$ cat src/rtl/core/rv32im_instruction_execute_top_assert.svh
// Assertion macros for the execute core.
`ifndef RV32IM_INSTRUCTION_EXECUTE_TOP_ASSERT_SVH
`define RV32IM_INSTRUCTION_EXECUTE_TOP_ASSERT_SVH
`ifndef NO_ASSERTIONS
`define RVX_ASSERT(label, clk, rst, prop, msg) \
  label: assert property (@(posedge clk) disable iff (rst) prop) else $error(msg);
`define RVX_ASSERT_NR(label, clk, prop, msg) \
  label: assert property (@(posedge clk) prop) else $error(msg);
`else
`define RVX_ASSERT(label, clk, rst, prop, msg)
`define RVX_ASSERT_NR(label, clk, prop, msg)
`endif
`endif

$ cat src/rtl/core/rvx_pkg.sv
// ----------------------------------------------------------------------------
// rvx_pkg
// Opcodes, state encoding and shared types of the RV32IM execute core.
// ----------------------------------------------------------------------------
package rvx_pkg;
  localparam logic [6:0] OPC_LUI    = 7'h37;
  localparam logic [6:0] OPC_AUIPC  = 7'h17;
  localparam logic [6:0] OPC_JAL    = 7'h6F;
  localparam logic [6:0] OPC_JALR   = 7'h67;
  localparam logic [6:0] OPC_BRANCH = 7'h63;
  localparam logic [6:0] OPC_LOAD   = 7'h03;
  localparam logic [6:0] OPC_STORE  = 7'h23;
  localparam logic [6:0] OPC_OPIMM  = 7'h13;
  localparam logic [6:0] OPC_OP     = 7'h33;
  localparam logic [6:0] OPC_FENCE  = 7'h0F;
  localparam logic [6:0] OPC_SYSTEM = 7'h73;
  localparam logic [31:0] INSTR_ECALL  = 32'h00000073;
  localparam logic [31:0] INSTR_EBREAK = 32'h00100073;
  localparam logic [6:0] F7_ZERO = 7'h00;
  localparam logic [6:0] F7_MULDIV = 7'h01;
  localparam logic [6:0] F7_ALT = 7'h20;

  typedef enum logic [2:0] {
    ST_IDLE, ST_READ, ST_EXEC, ST_DIV, ST_MULH, ST_OUT
  } state_t;

  // divider request and answer
  typedef struct packed {
    logic        start;
    logic        sgn;
    logic [31:0] a;
    logic [31:0] b;
  } div_req_t;

  typedef struct packed {
    logic        done;
    logic [31:0] quo;
    logic [31:0] rem;
  } div_rsp_t;
endpackage

$ cat src/rtl/core/rvx_div.sv
// ----------------------------------------------------------------------------
// rvx_div
// Radix-2 restoring divider, one quotient bit per cycle.
// Handles divide by zero and signed overflow per the ISA.
// ----------------------------------------------------------------------------
module rvx_div import rvx_pkg::*; (
  input  logic     clk,
  input  logic     rst,
  input  div_req_t req,
  output div_rsp_t rsp
);
  logic [31:0] q, r, d, ain;
  logic [5:0]  cnt;
  logic        busy, nq, nr, zero, ovf;
  logic [31:0] ma, mb;
  logic [33:0] trial;
  logic [32:0] rsh;
  logic        done;
  logic [31:0] quo_v, rem_v;

  assign ma = (req.sgn && req.a[31]) ? 32'd0 - req.a : req.a;
  assign mb = (req.sgn && req.b[31]) ? 32'd0 - req.b : req.b;
  assign rsh = {r, q[31]};
  assign trial = {1'b0, rsh} - {2'b00, d};

  // iterate one bit per cycle
  always_ff @(posedge clk) begin
    if (rst) begin
      busy <= 1'b0;
      cnt  <= '0;
      done <= 1'b0;
    end else begin
      done <= 1'b0;
      if (req.start) begin
        busy <= 1'b1;
        cnt  <= 6'd32;
      end else if (busy) begin
        if (cnt == 6'd0) begin
          busy <= 1'b0;
          done <= 1'b1;
        end else cnt <= cnt - 6'd1;
      end
    end
  end

  always_ff @(posedge clk) begin
    if (req.start) begin
      q <= ma;
      r <= '0;
      d <= mb;
      ain <= req.a;
      nq <= req.sgn && (req.a[31] ^ req.b[31]);
      nr <= req.sgn && req.a[31];
      zero <= (req.b == 32'd0);
      ovf <= req.sgn && (req.a == 32'h80000000) && (req.b == 32'hFFFFFFFF);
    end else if (busy && cnt != 6'd0) begin
      if (!trial[33]) begin
        r <= trial[31:0];
        q <= {q[30:0], 1'b1};
      end else begin
        r <= rsh[31:0];
        q <= {q[30:0], 1'b0};
      end
    end
  end

  // fix up signs and special cases
  always_comb begin
    if (zero) begin
      quo_v = 32'hFFFFFFFF;
      rem_v = ain;
    end else if (ovf) begin
      quo_v = 32'h80000000;
      rem_v = 32'd0;
    end else begin
      quo_v = nq ? 32'd0 - q : q;
      rem_v = nr ? 32'd0 - r : r;
    end
  end

  assign rsp = {done, quo_v, rem_v};

  `include "rv32im_instruction_execute_top_assert.svh"
  `RVX_ASSERT(a_no_restart, clk, rst, busy |-> !req.start, "divider restarted while busy")
  `RVX_ASSERT(a_done_idle, clk, rst, done |-> !busy, "done while busy")
  `RVX_ASSERT(a_done_end, clk, rst, done |-> $past(busy && cnt == 6'd0), "early done")
endmodule

$ cat config.mk
export PLATFORM = sky130hd
export DESIGN_NAME = rvx_div
export DESIGN_NICKNAME = d
export VERILOG_FILES = /design/src/rtl/core/rvx_pkg.sv /design/src/rtl/core/rvx_div.sv
export VERILOG_INCLUDE_DIRS = /design/src /design/src/rtl/core
export SDC_FILE = /design/constraint.sdc
export NUM_CORES = 1
export LEC_CHECK = 0
export BUFFER_PORTS_ARGS = -buffer_cell sky130_fd_sc_hd__buf_4
export CORE_MARGIN = 5
export CORE_UTILIZATION = 28
export CTS_BUF_LIST = sky130_fd_sc_hd__clkbuf_16
export CTS_CLUSTER_DIAMETER = 100
export DETAILED_ROUTE_END_ITERATION = 10
export MAX_ROUTING_LAYER = met4
export SLEW_MARGIN = 20
export SYNTH_ARGS = -nofsm -noshare
export SYNTH_HDL_FRONTEND = slang
export SYNTH_SLANG_ARGS = --single-unit
$ cat constraint.sdc
create_clock -name clk -period 3.06 [get_ports clk]
set_clock_uncertainty 0.15 [all_clocks]
set_input_delay 0.306 -clock clk [delete_from_list [all_inputs] [get_ports clk]]
set_output_delay 0.306 -clock clk [all_outputs]
set_load 0.01 [all_outputs]
# Word level (Yosys, flattened, before mapping)

Index checks and enable logic that the tools add are counted.

Register bits: 140
Bits of input ports: 68
Output and inout bits: 65
Logic and storage cells: 58

Add/subtract/negate cells: 6
Eq/ne operators: 3
Mux-type cells: 19
Bitwise logic cells: 3
Reductions and logical operators: 15

Operators with widths:

| operator                | number |
|---|---|
| $mux W32                | 11 |
| $sub A1 B32 Y32 const A | 4 |
| $eq A32 B32 Y1 const B  | 2 |
| $sub A33 B32 Y34        | 1 |
| $logic_not A32 Y1       | 1 |
| $mux W6                 | 3 |
| $logic_and A1 B1 Y1     | 6 |
| $logic_not A6 Y1        | 1 |
| $reduce_bool A6 Y1      | 1 |
| $sub A6 B1 Y6 const B   | 1 |
| $mux W1                 | 5 |
| $reduce_and A2 Y1       | 2 |
| $reduce_bool A2 Y1      | 2 |
| $reduce_or A3 Y1        | 1 |
| $ne A2 B2 Y1 const B    | 1 |
| $not A1 Y1              | 2 |
| $reduce_or A2 Y1        | 1 |
| $xor A1 B1 Y1           | 1 |

# Longest topological paths before layout

Depth after elaboration: 4
Gate-level depth with buffers: 13

# Worst setup path before layout

OpenSTA, ideal clock, no wires.

Path type: register to output
From: register q[9]
To: output rsp[61] in the netlist's numbering
Arrival: 2.854 ns
Required time: 2.604 ns
Slack: -0.250 ns
Stages on the path, launching flop included: 9
Path buffers: 0
Cell sequence: edfxtp_1 or3_4 or4_4 or3_4 or3_4 or3_4 o31ai_4 xor2_1 o21bai_1

RTL lines:

| what                   | line          | source |
|---|---|---|
| from (decl)            | rvx_div.sv:12 | `logic [31:0] q, r, d, ain;` |
| from (signal assigned) | rvx_div.sv:48 | `q <= ma;` |
| from (signal assigned) | rvx_div.sv:59 | `q <= {q[30:0], 1'b1};` |
| from (signal assigned) | rvx_div.sv:62 | `q <= {q[30:0], 1'b0};` |
| to (decl)              | rvx_div.sv:10 | `output div_rsp_t rsp` |

==> flow_summary.yaml <==
run_status:
  status: "finished, violations left"
  violations: "negative setup slack"
critical_path:
  critical_path_class: "reg -> out"
  cp.required_ns: 2.60
  critPathMaxFanout: 3
  cp_data_arrival_time_ns: 3.44
  r2r_slack_ns: 0.16
  worstSetupStartpointType: "flop"
  critical_path.endpoint_type: "output pin"
placed_design:
  place.detailed.instances: 1821
  dpl_cell_area_mm2: 0.01241
  finalWeightedCongestion: 0.9158
  dp_hpwl_mm: 24.95
  io_buffer_count: 132
global_route:
  antenna_found_initial: 0
  grt_pass1_vias: 9706
  grt_first_pass_wirelength_mm: 51.91
  grt_overflow_total: 0
  track_usage: 0.1626
  pin_count_of_the_biggest_net_entering_global_routing: 93
logic_synthesis:
  synth.top_cells.by_area: "sky130_fd_sc_hd__edfxtp_1, sky130_fd_sc_hd__dfxtp_1, sky130_fd_sc_hd__xor2_1"
  yosysWarnings: 0
  syn_area_mm2: 0.01024
  ys_async_sr_fraction: 0
  synth_top_area_cell: "sky130_fd_sc_hd__edfxtp_1"
  edff_count_synth: 100
  netlist_top_cells_count: "sky130_fd_sc_hd__nand2_1, sky130_fd_sc_hd__edfxtp_1, sky130_fd_sc_hd__nor2_1"
  synth_cell_types: 66
  yosysMostFrequentCell: "sky130_fd_sc_hd__nand2_1"
  syn-num-nets: 1285
  synth_seq_cells: 140
  synth-seq-area-share: 0.3714
  synthCells: 1177
  postSynthAreaPerCell_um2: 8.701
  netlist.area_leader.share: 0.2932
  ys.flop_type: "sky130_fd_sc_hd__edfxtp_1"
detailed_routing:
  postRouteAntennaNets: 0
  initialDrtViolationCount: 665
  wire_per_inst_um: 17.63
  remaining_drc_errors: 0
  drt-total-wl_mm: 33.51
  drt_pass1_iterations: 5
  num_vias: 9863
  detail_route.vias_per_cell: 5.188
floorplanning:
  floorplan.die.height_um: 201.2
  floorplan.initialDensity: 0.2818
  boundaryPins: 133
  placementRows: 70
  die-area_mm2: 0.04050
  core_area_mm2: 0.03635
  chipWidth_um: 201.2
timing:
  max_freq_mhz: 256.9
  finalSetupViolations: 29
  layout_worst_path_cycle_share: 1.272
  max_slew_margin: 0.3900
  timing.final.max_slew_violations: 0
  timing_worst_slew_pin_value_ns: 0.9150
  finalHoldViolations: 0
  timing.final.ws_setup_ns: -0.8332
  finalSetupTns_ns: -10.30
  min_period_ns: 3.893
  rsz0062_at_grt: "true"
  whs_ns: 0.03604
cells_and_area:
  num-fill-cells: 3552
  antennaDiodeCount: 0
  fin_cells: 1901
  num-nets-final: 1530
  finish.instance_area_mm2: 0.01409
  postLayoutCoreUtil: 0.3877
  layout-area-overhead-vs-synth_pct: 37.59
  layout-drive-gt1-share: 0.2547
pwr:
  ir_worst_vdd_mv: 0.3222
  power_per_cell_area_mw_per_mm2: 492.3
  leakage_nw: 5.789
run:
  maxCapViolCount: 0
clocking:
  cts_tree: "built"
  clock_net_sink_count: 140
  clk_buf_depth: 2
  insertion_delay_ns: 0.43
  cts_htree_levels: 4
  cts_buffers: 17
  cts.clk_slew.worst_paths_ns: 0.06
  clockRootBuffer: "sky130_fd_sc_hd__clkbuf_16"
hold_path:
  hold_path.class: "in -> reg"
## per-stage QoR
step	worst slack (ns)	power, W
2_1_floorplan	-0.2493	0.003498
4_1_cts	-0.8363	0.006831
3_5_place_dp	-0.4144	0.004293
5_1_grt	-0.9291	0.007260
3_3_place_gp	-0.3601	0.004269
6_report	-0.8332	0.006937
## timing repair
item                                   in CTS  in global routing
pin swaps                                  36                 53
gates resized for setup                    64                 59
hold buffers                               31                  0
cloned                                      0                  0
setup endpoints to repair                  35                 59
buffers inserted                           14                  7
endpoints found under the hold margin      38                  0
## state kept, by name (all words and copies together) (netlist names)
register / cells
zero: 1
nr: 1
busy: 1
cnt: 6
ovf: 1
ain: 32
r: 32
done: 1
nq: 1
d: 32
q: 32
## per-layer routing
| metal | vias up | global-route usage | part of all wire |
|---|---|---|---|
| met5 | - | - | 0 |
| met4 | 0 | 0.05322 | 0.028 |
| met3 | 57 | 0.01982 | 0.032 |
| met2 | 239 | 0.2799 | 0.50 |
| met1 | 4740 | 0.1992 | 0.44 |
| li1 | 4827 | - | - |
## where the power goes
group	switching, W	internal [W]	total, W
registers	0.000130	0.00223	0.00236
clock network	0.000847	0.00151	0.00236
logic	0.00119	0.00103	0.00222
total	0.00217	0.00477	0.00694
## path summary, 6_finish.rpt
kind                     start                  to  depth (start not counted)
max             q[8]$_DFFE_PP_             rsp[61]                          9
min                    req[43]   ain[11]$_DFFE_PP_                          2
max reg2reg  r[4]$_SDFFE_PP0P_  r[20]$_SDFFE_PP0P_                         10
min reg2reg    busy$_SDFF_PP0_     done$_SDFF_PP0_                          1
## layout make-up
cell class / instances / area [um^2] / share of cell area
Sequential cell: 140 / 3806 / 0.2701
Multi-Input combinational cell: 912 / 6460 / 0.4584
Tap cell: 468 / 585.6 / 0.04156
Clock buffer: 17 / 425.4 / 0.03019
Inverter: 64 / 240.2 / 0.01705
Clock inverter: 13 / 225.2 / 0.01598
Timing Repair Buffer: 287 / 2349 / 0.1667
## placed cells by master (no fill, tap or decap), drive strengths merged, types with 31 or more instances in the layout
master / synthesis / layout
a21oi: 94 / 94
o21bai: 34 / 34
nor2: 99 / 99
dlygate4sd3: 0 / 31
xor2: 82 / 82
inv: 64 / 65
o21ai: 87 / 87
buf: 4 / 256
edfxtp: 100 / 100
nand2: 103 / 103
xnor2: 61 / 61
ha: 39 / 39
dfxtp: 40 / 40
## worst max-delay path: stages, from the launching register on
cell	delay, ns
sky130_fd_sc_hd__edfxtp_1	0.38
sky130_fd_sc_hd__or3_4	0.40
sky130_fd_sc_hd__or4_4	0.54
sky130_fd_sc_hd__or3_4	0.37
sky130_fd_sc_hd__or3_4	0.35
sky130_fd_sc_hd__or3_4	0.38
sky130_fd_sc_hd__o31ai_4	0.19
sky130_fd_sc_hd__xor2_1	0.17
sky130_fd_sc_hd__o21bai_1	0.07
sky130_fd_sc_hd__buf_4	0.15
## cells by family (layout without fill, tap and decap cells)
| logic type | after synthesis | count (layout) | synth area share |
|---|---|---|---|
| compound gates | 377 | 377 | 0.2418 |
| xor+xnor | 143 | 143 | 0.1223 |
| fa+ha+maj | 40 | 40 | 0.04960 |
| buf+inv | 125 | 381 | 0.04618 |
| flops | 140 | 140 | 0.3714 |
| mux | 3 | 3 | 0.002932 |
| simple gates | 349 | 349 | 0.1658 |
No activity file was read; power rests on OpenSTA's default activity.
